`src/sv/sds_pkg.sv`:
```
// Shared double stack: package with defaults, request/status codes and the
// controller/datapath command and status structs. No dependencies.
package sds_pkg;

  localparam int unsigned SDS_DEPTH     = 64;
  localparam int unsigned SDS_WORD_BITS = 32;
  localparam int unsigned IO_BITS       = 32;

  typedef enum logic [1:0] {
    REQ_PUSH_LO = 2'd0,
    REQ_PUSH_HI = 2'd1,
    REQ_POP_LO  = 2'd2,
    REQ_POP_HI  = 2'd3
  } req_t;

  typedef enum logic [1:0] {
    STAT_DONE  = 2'd0,
    STAT_FULL  = 2'd1,
    STAT_EMPTY = 2'd2
  } stat_t;

  // controller -> datapath
  typedef struct packed {
    logic take;   // an item is accepted this cycle
    logic load;   // RAM read data is valid, capture it
  } dp_cmd_t;

  // datapath -> controller
  typedef struct packed {
    logic pop_ok; // item on the input would be a successful pop
  } dp_sts_t;

endpackage

```
`src/sv/shared_double_stack_top.sv`:
```
// Shared double stack top level: joins controller and datapath.
// Depends on sds_pkg, sds_ctrl, sds_dp (and sds_ram below it).
//
//   channel | dir | tdata            | tuser
//   in_     | in  | push_value[31:0] | req_type[1:0]
//   out_    | out | pop_value[31:0]  | status[1:0]
//
// One item at a time. A push or a refused request shows its result in the cycle
// after it is taken; a successful pop first passes through S_LOAD for the RAM's
// registered read. The result is held for as long as out_tready is low.
// in_tready is low from acceptance until the result has been taken.
// Synchronous reset empties both stacks; RAM contents are not cleared.
module shared_double_stack_top
  import sds_pkg::*;
#(
  parameter int unsigned DEPTH     = SDS_DEPTH,
  parameter int unsigned WORD_BITS = SDS_WORD_BITS
) (
  input  logic        clk,
  input  logic        rst_n,
  input  logic        in_tvalid,
  output logic        in_tready,
  input  logic [31:0] in_tdata,   // [31:0] push_value
  input  logic [1:0]  in_tuser,   // [1:0] req_type
  output logic        out_tvalid,
  input  logic        out_tready,
  output logic [31:0] out_tdata,  // [31:0] pop_value
  output logic [1:0]  out_tuser   // [1:0] status
);

  dp_cmd_t cmd;
  dp_sts_t sts;

  sds_ctrl u_ctrl (
    .clk        (clk),
    .rst_n      (rst_n),
    .in_tvalid  (in_tvalid),
    .in_tready  (in_tready),
    .out_tvalid (out_tvalid),
    .out_tready (out_tready),
    .sts        (sts),
    .cmd        (cmd)
  );

  sds_dp #(
    .DEPTH     (DEPTH),
    .WORD_BITS (WORD_BITS)
  ) u_dp (
    .clk        (clk),
    .rst_n      (rst_n),
    .cmd        (cmd),
    .sts        (sts),
    .req_type   (in_tuser),
    .push_value (in_tdata),
    .pop_value  (out_tdata),
    .status     (out_tuser)
  );

endmodule

```
`src/sv/sds_ram.sv`:
```
// Generic single-port RAM, one read or write per cycle, registered read data.
// No dependencies.
module sds_ram #(
  parameter int unsigned WIDTH = 32,
  parameter int unsigned DEPTH = 64
) (
  input  logic                     clk,
  input  logic                     we,
  input  logic [$clog2(DEPTH)-1:0] addr,
  input  logic [WIDTH-1:0]         wdata,
  output logic [WIDTH-1:0]         rdata_r
);

  logic [WIDTH-1:0] mem [DEPTH];

  always_ff @(posedge clk) begin
    if (we) begin
      mem[addr] <= wdata;
    end else begin
      rdata_r <= mem[addr];
    end
  end

endmodule

```
`src/sv/sds_ctrl.sv`:
```
// Shared double stack controller: handshake state machine.
// Depends on sds_pkg.
module sds_ctrl
  import sds_pkg::*;
(
  input  logic    clk,
  input  logic    rst_n,
  input  logic    in_tvalid,
  output logic    in_tready,
  output logic    out_tvalid,
  input  logic    out_tready,
  input  dp_sts_t sts,
  output dp_cmd_t cmd
);

  typedef enum logic [2:0] {
    S_IDLE = 3'b001,
    S_LOAD = 3'b010,
    S_OUT  = 3'b100
  } state_t;

  state_t state_r, state_nxt;

  assign in_tready  = (state_r == S_IDLE);
  assign out_tvalid = (state_r == S_OUT);
  assign cmd.take   = in_tready & in_tvalid;
  assign cmd.load   = (state_r == S_LOAD);

  always_comb begin
    state_nxt = state_r;
    unique case (state_r)
      S_IDLE: begin
        if (in_tvalid) begin
          state_nxt = sts.pop_ok ? S_LOAD : S_OUT;
        end
      end
      S_LOAD: begin
        state_nxt = S_OUT;
      end
      S_OUT: begin
        if (out_tready) begin
          state_nxt = S_IDLE;
        end
      end
      default: begin
        state_nxt = S_IDLE;
      end
    endcase
  end

  always_ff @(posedge clk) begin
    if (!rst_n) begin
      state_r <= S_IDLE;
    end else begin
      state_r <= state_nxt;
    end
  end

endmodule

```
`src/sv/sds_dp.sv`:
```
// Shared double stack datapath: stack counts, address logic, shared RAM and
// result register. Depends on sds_pkg and sds_ram.
module sds_dp
  import sds_pkg::*;
#(
  parameter int unsigned DEPTH     = SDS_DEPTH,
  parameter int unsigned WORD_BITS = SDS_WORD_BITS
) (
  input  logic               clk,
  input  logic               rst_n,
  input  dp_cmd_t            cmd,
  output dp_sts_t            sts,
  input  logic [1:0]         req_type,
  input  logic [IO_BITS-1:0] push_value,
  output logic [IO_BITS-1:0] pop_value,
  output logic [1:0]         status
);

  localparam int unsigned AW = $clog2(DEPTH);
  localparam int unsigned CW = $clog2(DEPTH + 1);
  localparam logic [CW-1:0] DEPTH_C = CW'(DEPTH);
  localparam logic [CW-1:0] ONE_C   = CW'(1);

  logic [CW-1:0] lo_cnt_r, lo_cnt_nxt;
  logic [CW-1:0] hi_cnt_r, hi_cnt_nxt;
  logic [IO_BITS-1:0] pop_value_r, pop_value_nxt;
  stat_t status_r, status_nxt;

  logic [CW:0]          used;
  logic                 full;
  logic                 ram_we;
  logic [CW-1:0]        addr_c;
  logic [WORD_BITS-1:0] wword;
  logic [WORD_BITS-1:0] rword;
  logic [IO_BITS-1:0]   rword_io;
  req_t                 req;

  assign req  = req_t'(req_type);
  assign used = {1'b0, lo_cnt_r} + {1'b0, hi_cnt_r};
  assign full = (used >= {1'b0, DEPTH_C});

  // narrow: stored word is the low WORD_BITS of the input, result zero-extended; wide: the reverse
  if (WORD_BITS <= IO_BITS) begin : g_narrow
    assign wword    = push_value[WORD_BITS-1:0];
    assign rword_io = IO_BITS'(rword);
  end else begin : g_wide
    assign wword    = WORD_BITS'(push_value);
    assign rword_io = rword[IO_BITS-1:0];
  end

  always_comb begin
    lo_cnt_nxt    = lo_cnt_r;
    hi_cnt_nxt    = hi_cnt_r;
    status_nxt    = STAT_DONE;
    sts.pop_ok    = 1'b0;
    ram_we        = 1'b0;
    addr_c        = lo_cnt_r;
    unique case (req)
      REQ_PUSH_LO: begin
        addr_c = lo_cnt_r;
        if (full) begin
          status_nxt = STAT_FULL;
        end else begin
          ram_we     = 1'b1;
          lo_cnt_nxt = lo_cnt_r + ONE_C;
        end
      end
      REQ_PUSH_HI: begin
        addr_c = DEPTH_C - hi_cnt_r - ONE_C;
        if (full) begin
          status_nxt = STAT_FULL;
        end else begin
          ram_we     = 1'b1;
          hi_cnt_nxt = hi_cnt_r + ONE_C;
        end
      end
      REQ_POP_LO: begin
        addr_c = lo_cnt_r - ONE_C;
        if (lo_cnt_r == '0) begin
          status_nxt = STAT_EMPTY;
        end else begin
          sts.pop_ok = 1'b1;
          lo_cnt_nxt = lo_cnt_r - ONE_C;
        end
      end
      REQ_POP_HI: begin
        addr_c = DEPTH_C - hi_cnt_r;
        if (hi_cnt_r == '0) begin
          status_nxt = STAT_EMPTY;
        end else begin
          sts.pop_ok = 1'b1;
          hi_cnt_nxt = hi_cnt_r - ONE_C;
        end
      end
      default: begin
        status_nxt = STAT_DONE;
      end
    endcase
  end

  assign pop_value_nxt = cmd.load ? rword_io : '0;

  sds_ram #(
    .WIDTH (WORD_BITS),
    .DEPTH (DEPTH)
  ) u_ram (
    .clk     (clk),
    .we      (ram_we & cmd.take),
    .addr    (addr_c[AW-1:0]),
    .wdata   (wword),
    .rdata_r (rword)
  );

  always_ff @(posedge clk) begin
    if (!rst_n) begin
      lo_cnt_r <= '0;
      hi_cnt_r <= '0;
    end else if (cmd.take) begin
      lo_cnt_r <= lo_cnt_nxt;
      hi_cnt_r <= hi_cnt_nxt;
    end
  end

  always_ff @(posedge clk) begin
    if (cmd.take) begin
      status_r <= status_nxt;
    end
    if (cmd.take || cmd.load) begin
      pop_value_r <= pop_value_nxt;
    end
  end

  assign pop_value = pop_value_r;
  assign status    = status_r;

endmodule
```
`config.mk`:
```
export PLATFORM = sky130hd
export DESIGN_NAME = shared_double_stack_top
export DESIGN_NICKNAME = d
export VERILOG_FILES = /design/src/sv/sds_pkg.sv /design/src/sv/shared_double_stack_top.sv /design/src/sv/sds_ram.sv /design/src/sv/sds_ctrl.sv /design/src/sv/sds_dp.sv
export SDC_FILE = /design/constraint.sdc
export NUM_CORES = 2
export LEC_CHECK = 0
export BUFFER_PORTS_ARGS = -buffer_cell sky130_fd_sc_hd__buf_2
export CAP_MARGIN = 40
export CORE_MARGIN = 10
export CORE_UTILIZATION = 44
export CTS_CLUSTER_SIZE = 14
export DETAILED_ROUTE_END_ITERATION = 16
export GPL_ROUTABILITY_DRIVEN = 1
export PLACE_DENSITY = 0.57
export SLEW_MARGIN = 40
export SYNTH_ARGS = -nofsm -noshare
export SYNTH_HDL_FRONTEND = slang
export SYNTH_SLANG_ARGS = --single-unit
```
`constraint.sdc`:
```
create_clock -name clk -period 6.2 [get_ports clk]
set_input_delay 1.24 -clock clk [delete_from_list [all_inputs] [get_ports clk]]
set_output_delay 1.24 -clock clk [all_outputs]
set_load 0.02 [all_outputs]
```
# Yosys cells after proc, flatten, opt, wreduce, memory -nomap -nowiden
# Memory sizes are Yosys's and may differ from the RTL's. A register that Yosys moved wholly into a read port is not among the register bits.
# Cells that the tools add are included.
# W data, S select, Z words.
[op_classes]
eq_ne = 12
n_bitwise = 2
muxes = 22
addsub = 7
n_lt_le_gt_ge = 1
reduce_logical = 11
[ops]
columns = ["op", "count"]
rows = [
  ["$mux W7", 4],
  ["$pmux W7 S2", 2],
  ["$pmux W6 S4", 1],
  ["$add A7 B1 Y7 const B", 2],
  ["$logic_not A7 Y1", 2],
  ["$sub A7 B1 Y7 const B", 2],
  ["$ne A2 B2 Y1 const B", 5],
  ["$mux W3", 3],
  ["$pmux W3 S3", 1],
  ["$add A7 B7 Y8", 1],
  ["$ge A8 B7 Y1 const B", 1],
  ["$reduce_and A4 Y1", 2],
  ["$mux W1", 7],
  ["$pmux W2 S3", 1],
  ["$sub A1 B6 Y6 const A", 1],
  ["$sub A6 B1 Y6 const B", 1],
  ["$eq A2 B2 Y1 const B", 2],
  ["$mux W2", 2],
  ["$reduce_bool A2 Y1", 2],
  ["$eq A3 B1 Y1 const B", 1],
  ["$eq A3 B2 Y1 const B", 1],
  ["$eq A3 B3 Y1 const B", 1],
  ["$and A1 B1 Y1", 2],
  ["$eq A2 B1 Y1 const B", 1],
  ["7 further kinds", 7],
]
[totals]
reg_bits = 51
wordCells = 61
ramBits = 2048
inputBits = 38
memories = 1
[memory_table]
columns = ["memory", "words", "word_bits", "rd", "rd_ports_with_merged_regs", "write_ports", "line", "text"]
rows = [
  ["u_dp.u_ram.mem", 64, 32, 1, 1, 1, "sds_ram.sv:14", "logic [WIDTH-1:0] mem [DEPTH];"],
]

# Depth between registers and ports, before layout
[depth]
depth_word = 7
depth_mapped = 15
depth_no_buf = 10

# Hierarchy
# A second synthesis with hierarchy kept.
[hier_totals]
hier_cells = 4692
hier_area_um2 = 81737.1
[by_module_without_submodules]
columns = ["mod", "seq_area_each_um2", "area_each_um2", "cells_per_inst", "n_inst"]
rows = [
  ["sds_ram", 62459.9, 78801.8, 4416, 1],
  ["sds_dp", 1301.2, 2786.4, 262, 1],
  ["sds_ctrl", 60.1, 148.9, 14, 1],
]

# Worst setup path before layout
# Ideal clock, no wire load.
[synth_timing]
kind = "input-to-reg"
startpoint = "input port in_tuser[0]"
endpoint = "memory u_dp.u_ram.mem[0][0], enable pin"
t_required_ns = 5.779
setup_time_ns = 0.421
stages = 13
arrival_time_ns = 4.807
slack_ns = 0.972
n_path_buf = 7
path_cell_list = "buf_2 nor2_1 o21ai_0 and2_1 buf_6 buf_6 buf_6 buf_2 buf_4 buf_2 nand2_1 or3_1 nor2_1"
[synth_between]
elab_chain_cells = 6
word_cells_on_any_way = 10
classes_between = "eq/ne (3); mux (4); bitwise (1); reduce/logical (2)"
[synth_rtl]
columns = ["element", "line", "text"]
rows = [
  ["from (decl)", "shared_double_stack_top.sv:24", "input logic [1:0] in_tuser,"],
  ["$eq A2 B1 Y1 / $logic_not A2 Y1 (equally long branches)", "sds_dp.sv:58", "unique case (req)"],
  ["$reduce_or A2 Y1 (no source line)", "n/a", ""],
  ["$mux W1", "n/a", ""],
  ["$and A1 B1 Y1", "sds_dp.sv:108", ".we (ram_we & cmd.take),"],
  ["$mux W1", "sds_ram.sv:17", "if (we) begin"],
  ["$mux W1 (not written as such)", "sds_ram.sv:18", "mem[addr] <= wdata;"],
  ["to (decl)", "sds_ram.sv:14", ""],
]
# Several ways; a longest one is shown, not always the timed one.

# Worst setup path after layout
[layout_timing]
startpoint = "register u_dp.hi_cnt_r[0]"
endpoint = "memory u_dp.u_ram.mem[40][21], enable pin"
[layout_between]
elab_chain_cells = 7
word_cells_on_any_way = 10
classes_between = "add/sub (3); order compare (1); mux (5); bitwise (1)"
[layout_rtl]
columns = ["element", "line", "text"]
rows = [
  ["from (decl)", "sds_dp.sv:25", "logic [CW-1:0] hi_cnt_r, hi_cnt_nxt;"],
  ["from (signal assigned)", "sds_dp.sv:120", "hi_cnt_r <= hi_cnt_nxt;"],
  ["$add A7 B7 Y8", "sds_dp.sv:39", "assign used = {1'b0, lo_cnt_r} + {1'b0, hi_cnt_r};"],
  ["$ge A8 B7 Y1", "sds_dp.sv:40", "assign full = (used >= {1'b0, DEPTH_C});"],
  ["$mux W1", "sds_dp.sv:61, sds_dp.sv:70", ""],
  ["$mux W1", "n/a", ""],
  ["$and A1 B1 Y1", "sds_dp.sv:108", ""],
  ["$mux W1", "sds_ram.sv:17", ""],
  ["$mux W1 (not written as such)", "sds_ram.sv:18", ""],
]
# Several ways; a longest one is shown, not always the timed one.

==> run metrics <==
CORE AREA=185,000 um^2; Async SR Flop Fraction=0%; # IOs=74; clk buf depth=3; synth top area cells=edfxtp_1 78%, mux4_2 12%, nand2_1 1.4%, mux2i_1 0.86%, a22oi_1 0.63%; largest family of logic cells by synthesized area=multiplexers; EDFF count, synth=roughly 2.1k; Max-Cap Viols=0; all-layer global routing usage=a little over a fifth; placed inst area=87,100 um^2; pwr dens=~350 nW/um^2; clk_skew=around 47 ps; average routed wire per standard cell=around 33 um; row count=roughly 160; Post-Synth XOR/XNOR Area=less than 1%; Nets=roughly 4.3k; design area=93,800 um^2; setup TNS=0 ps; Worst R2R Start=u_dp.hi_cnt_r[0]; gr busiest metal=met2; die area=slightly above 200,000 um^2; Critical Path RT=6730 ps; DRC=0; grt total ovfl=0; Final min period=~4800 ps; crit path launch type=flop; met1 usage=between 30% and 40%; GP Congestion=about 0.8; # fillers=around 15k; Synth Cell Area=~80,000 um^2; final hold viol count=0; PortBufs=73; met2 usage=between 30% and 40%; f_max=approximately 210 MHz; TritonRoute pass-1 iters=5; Post-Synth Adder-Cell Area=less than 1%; largest net degree at the start of global routing=77; dominant synthesized flop cell=edfxtp_1; top cell type's share of synthesized area=around 78%; status=finished, final reports clean; Die Wd=roughly 450 um; post-synthesis simple-gate area fraction=between 3 and 4%; Netlist cell types=64; Iteration-0 DRC Markers=about 4.8k; Worst R2R End=u_dp.u_ram.mem[40][21]; Net Sw Frac=between 20% and 30%; CTS tree=built; Logic pwr share=13.4%; DR vias/cell=~6.0; synth-to-layout area growth=14.6%; WS Path Type=reg -> reg; DPL Wire Length=approximately 130,000 um; Yosys reg bits=2,131; htree depth=4; Max Slew Vio Count=0; antenna viol nets, final=0; layout cells sized above 1=25.5%; Seq pwr share=slightly below 50%; period utilization=~77%; internal power=24,500 uW; initial antenna violation count=14; Max FO, Critical Path=22; cells after synthesis=slightly below 4k; count leader, synth=edfxtp_1; post-synthesis compound-gate area fraction=3.74%; vias in the first global route=approximately 41k; Worst setup EP type=flop; clock sinks=roughly 2.1k; first-pass GRT wire length=320,000 um; worst-skew pair later-pin latency=870 ps; Hold Path Depth=1; Setup-failing EPs final=0; RSZ-0062 raised after global routing=false; Hold WC Path Type=reg -> reg; worst slew pin tran=roughly 890 ps; yosys warns=0; Max VDD drop=0.000247 V; Layout Utilization=50.7%; area leader, netlist=edfxtp_1; CTS Hold Bufs=0; P_leak=0.0297 uW; die height=approximately 450 um; cts bufs inserted=between 200 and 250; Clock transition at path regs=roughly 60 ps; Slew HR=40.3%; R2R Setup Slk=roughly 1400 ps; post-synthesis mux area share=between 10% and 20%; sequential fraction of the synthesis area=77.9%; Clock Power Share=37.4%; syn nets=about 4k; post-CTS sizing=0; setup bufs post-CTS=0; syn avg cell area=20.8 um^2; Sw Pwr=between 8000 and 9000 uW; worst path arrival time=roughly 5300 ps; worst reg-to-reg path cell count=11; Routed WL=225,000 um; Starting Density=between 40% and 50%; GR Util met3=roughly 3.7%; worst hold start=u_dp.u_ram.rdata_r[24]; CTS root buf=clkbuf_16; Via Count=approximately 41k; Hold Crit Endpoint=u_dp.pop_value[24]; top post-synthesis cells by count=2,114 x edfxtp_1, 442 x mux4_2, 302 x nand2_1
[logic make-up (layout without fill, tap and decap cells)]
logic type	count (synthesis)	after routing
flip-flops	2131	2131
AND/OR/NAND/NOR	609	609
multiplexers	514	514
AO/OA/AOI/OAI	407	407
buffers and inverters	239	683
XOR/XNOR	20	20
adder cells (fa/ha/maj)	18	18
other	0	6
[power by group through the flow]
stage               clock (uW)  combinational [uW]  sequential, uW
finish                   12400                4440           16200
global route             13100                4680           16300
CTS                      12600                4480           16300
detailed placement           0                4460           16600
global placement             0                4430           16600
floorplan                    0                2500           16400
[placed cells by master, fill, tap and decap left out, types with 47 or more instances in the layout]
master     count
mux2i_1       69
mux4_2       442
clkinv_1      55
nand2_1      298
edfxtp_1    2114
nor2_4        70
buf_12        53
a22oi_1       69
clkbuf_16    217
buf_4        152
clkbuf_1      55
buf_2         67
and2_1        47
a21oi_1       60
nand3_1       69
[through the flow]
step / std cells / power, uW / setup slack [ps] / hold WS, ps
2_1_floorplan: 3938 / 18900 / 972 / 481
3_5_place_dp: 6461 / 21000 / 707 / 507
3_3_place_gp: 6455 / 21000 / 516 / 499
5_1_grt: 6863 / 34100 / 1110 / 551
4_1_cts: 6861 / 33300 / 1470 / 521
6_report: 6868 / 33100 / 1440 / 522
[area by class of cell]
cell class              count  area (um^2)  share of cell area [%]
flip-flops and latches   2131        63800                    68.0
multi-input cells        1568        17600                    18.7
clock buffers             272         5640                    6.01
well taps                2480         3100                    3.31
repair buffers            277         2630                    2.80
clock inverters           128         1060                    1.13
inverters                   6         22.5                  0.0240
diodes                      6         15.0                  0.0160
[layer usage]
| metal | up-vias | wire, um |
|---|---|---|
| met5 | - | 13 |
| met2 | 1755 | 109000 |
| li1 | 16900 | - |
| met3 | 287 | 16600 |
| met4 | 2 | 4970 |
| met1 | 22300 | 94800 |
[registers in the layout (all words and copies together) (netlist names)]
signal and flops:
u_dp.lo_cnt_r 7, u_dp.hi_cnt_r 7, u_dp.u_ram.rdata_r 32, u_ctrl.state_r 3, u_dp.status 2, u_dp.pop_value 32, u_dp.u_ram.mem 2048
[worst max-delay path by stage]
stage / endpoint / cells past startpoint / slack [ps] / start
after global routing: u_dp.u_ram.mem[40][21] / 11 / 1110 / u_dp.hi_cnt_r[0]
after global placement: u_dp.u_ram.rdata_r[20] / 11 / 520 / in_tuser[0]
after floorplan: u_dp.u_ram.mem[0][0] / 13 / 970 / in_tuser[0]
after CTS: u_dp.u_ram.mem[40][21] / 11 / 1470 / u_dp.hi_cnt_r[0]
final: u_dp.u_ram.mem[40][21] / 11 / 1440 / u_dp.hi_cnt_r[0]
after detailed placement: u_dp.u_ram.rdata_r[24] / 12 / 710 / in_tuser[0]
[worst max-delay path, stage by stage, from the launching register on]
cell	delay, ps
dfxtp_1	650
inv_1	130
ha_1	330
nor3_1	340
o211ai_1	250
o22a_1	290
o31ai_4	240
buf_4	350
nand2_2	490
buf_4	430
nor2_4	560
buf_12	300
Power figures use the tool's default switching activity.
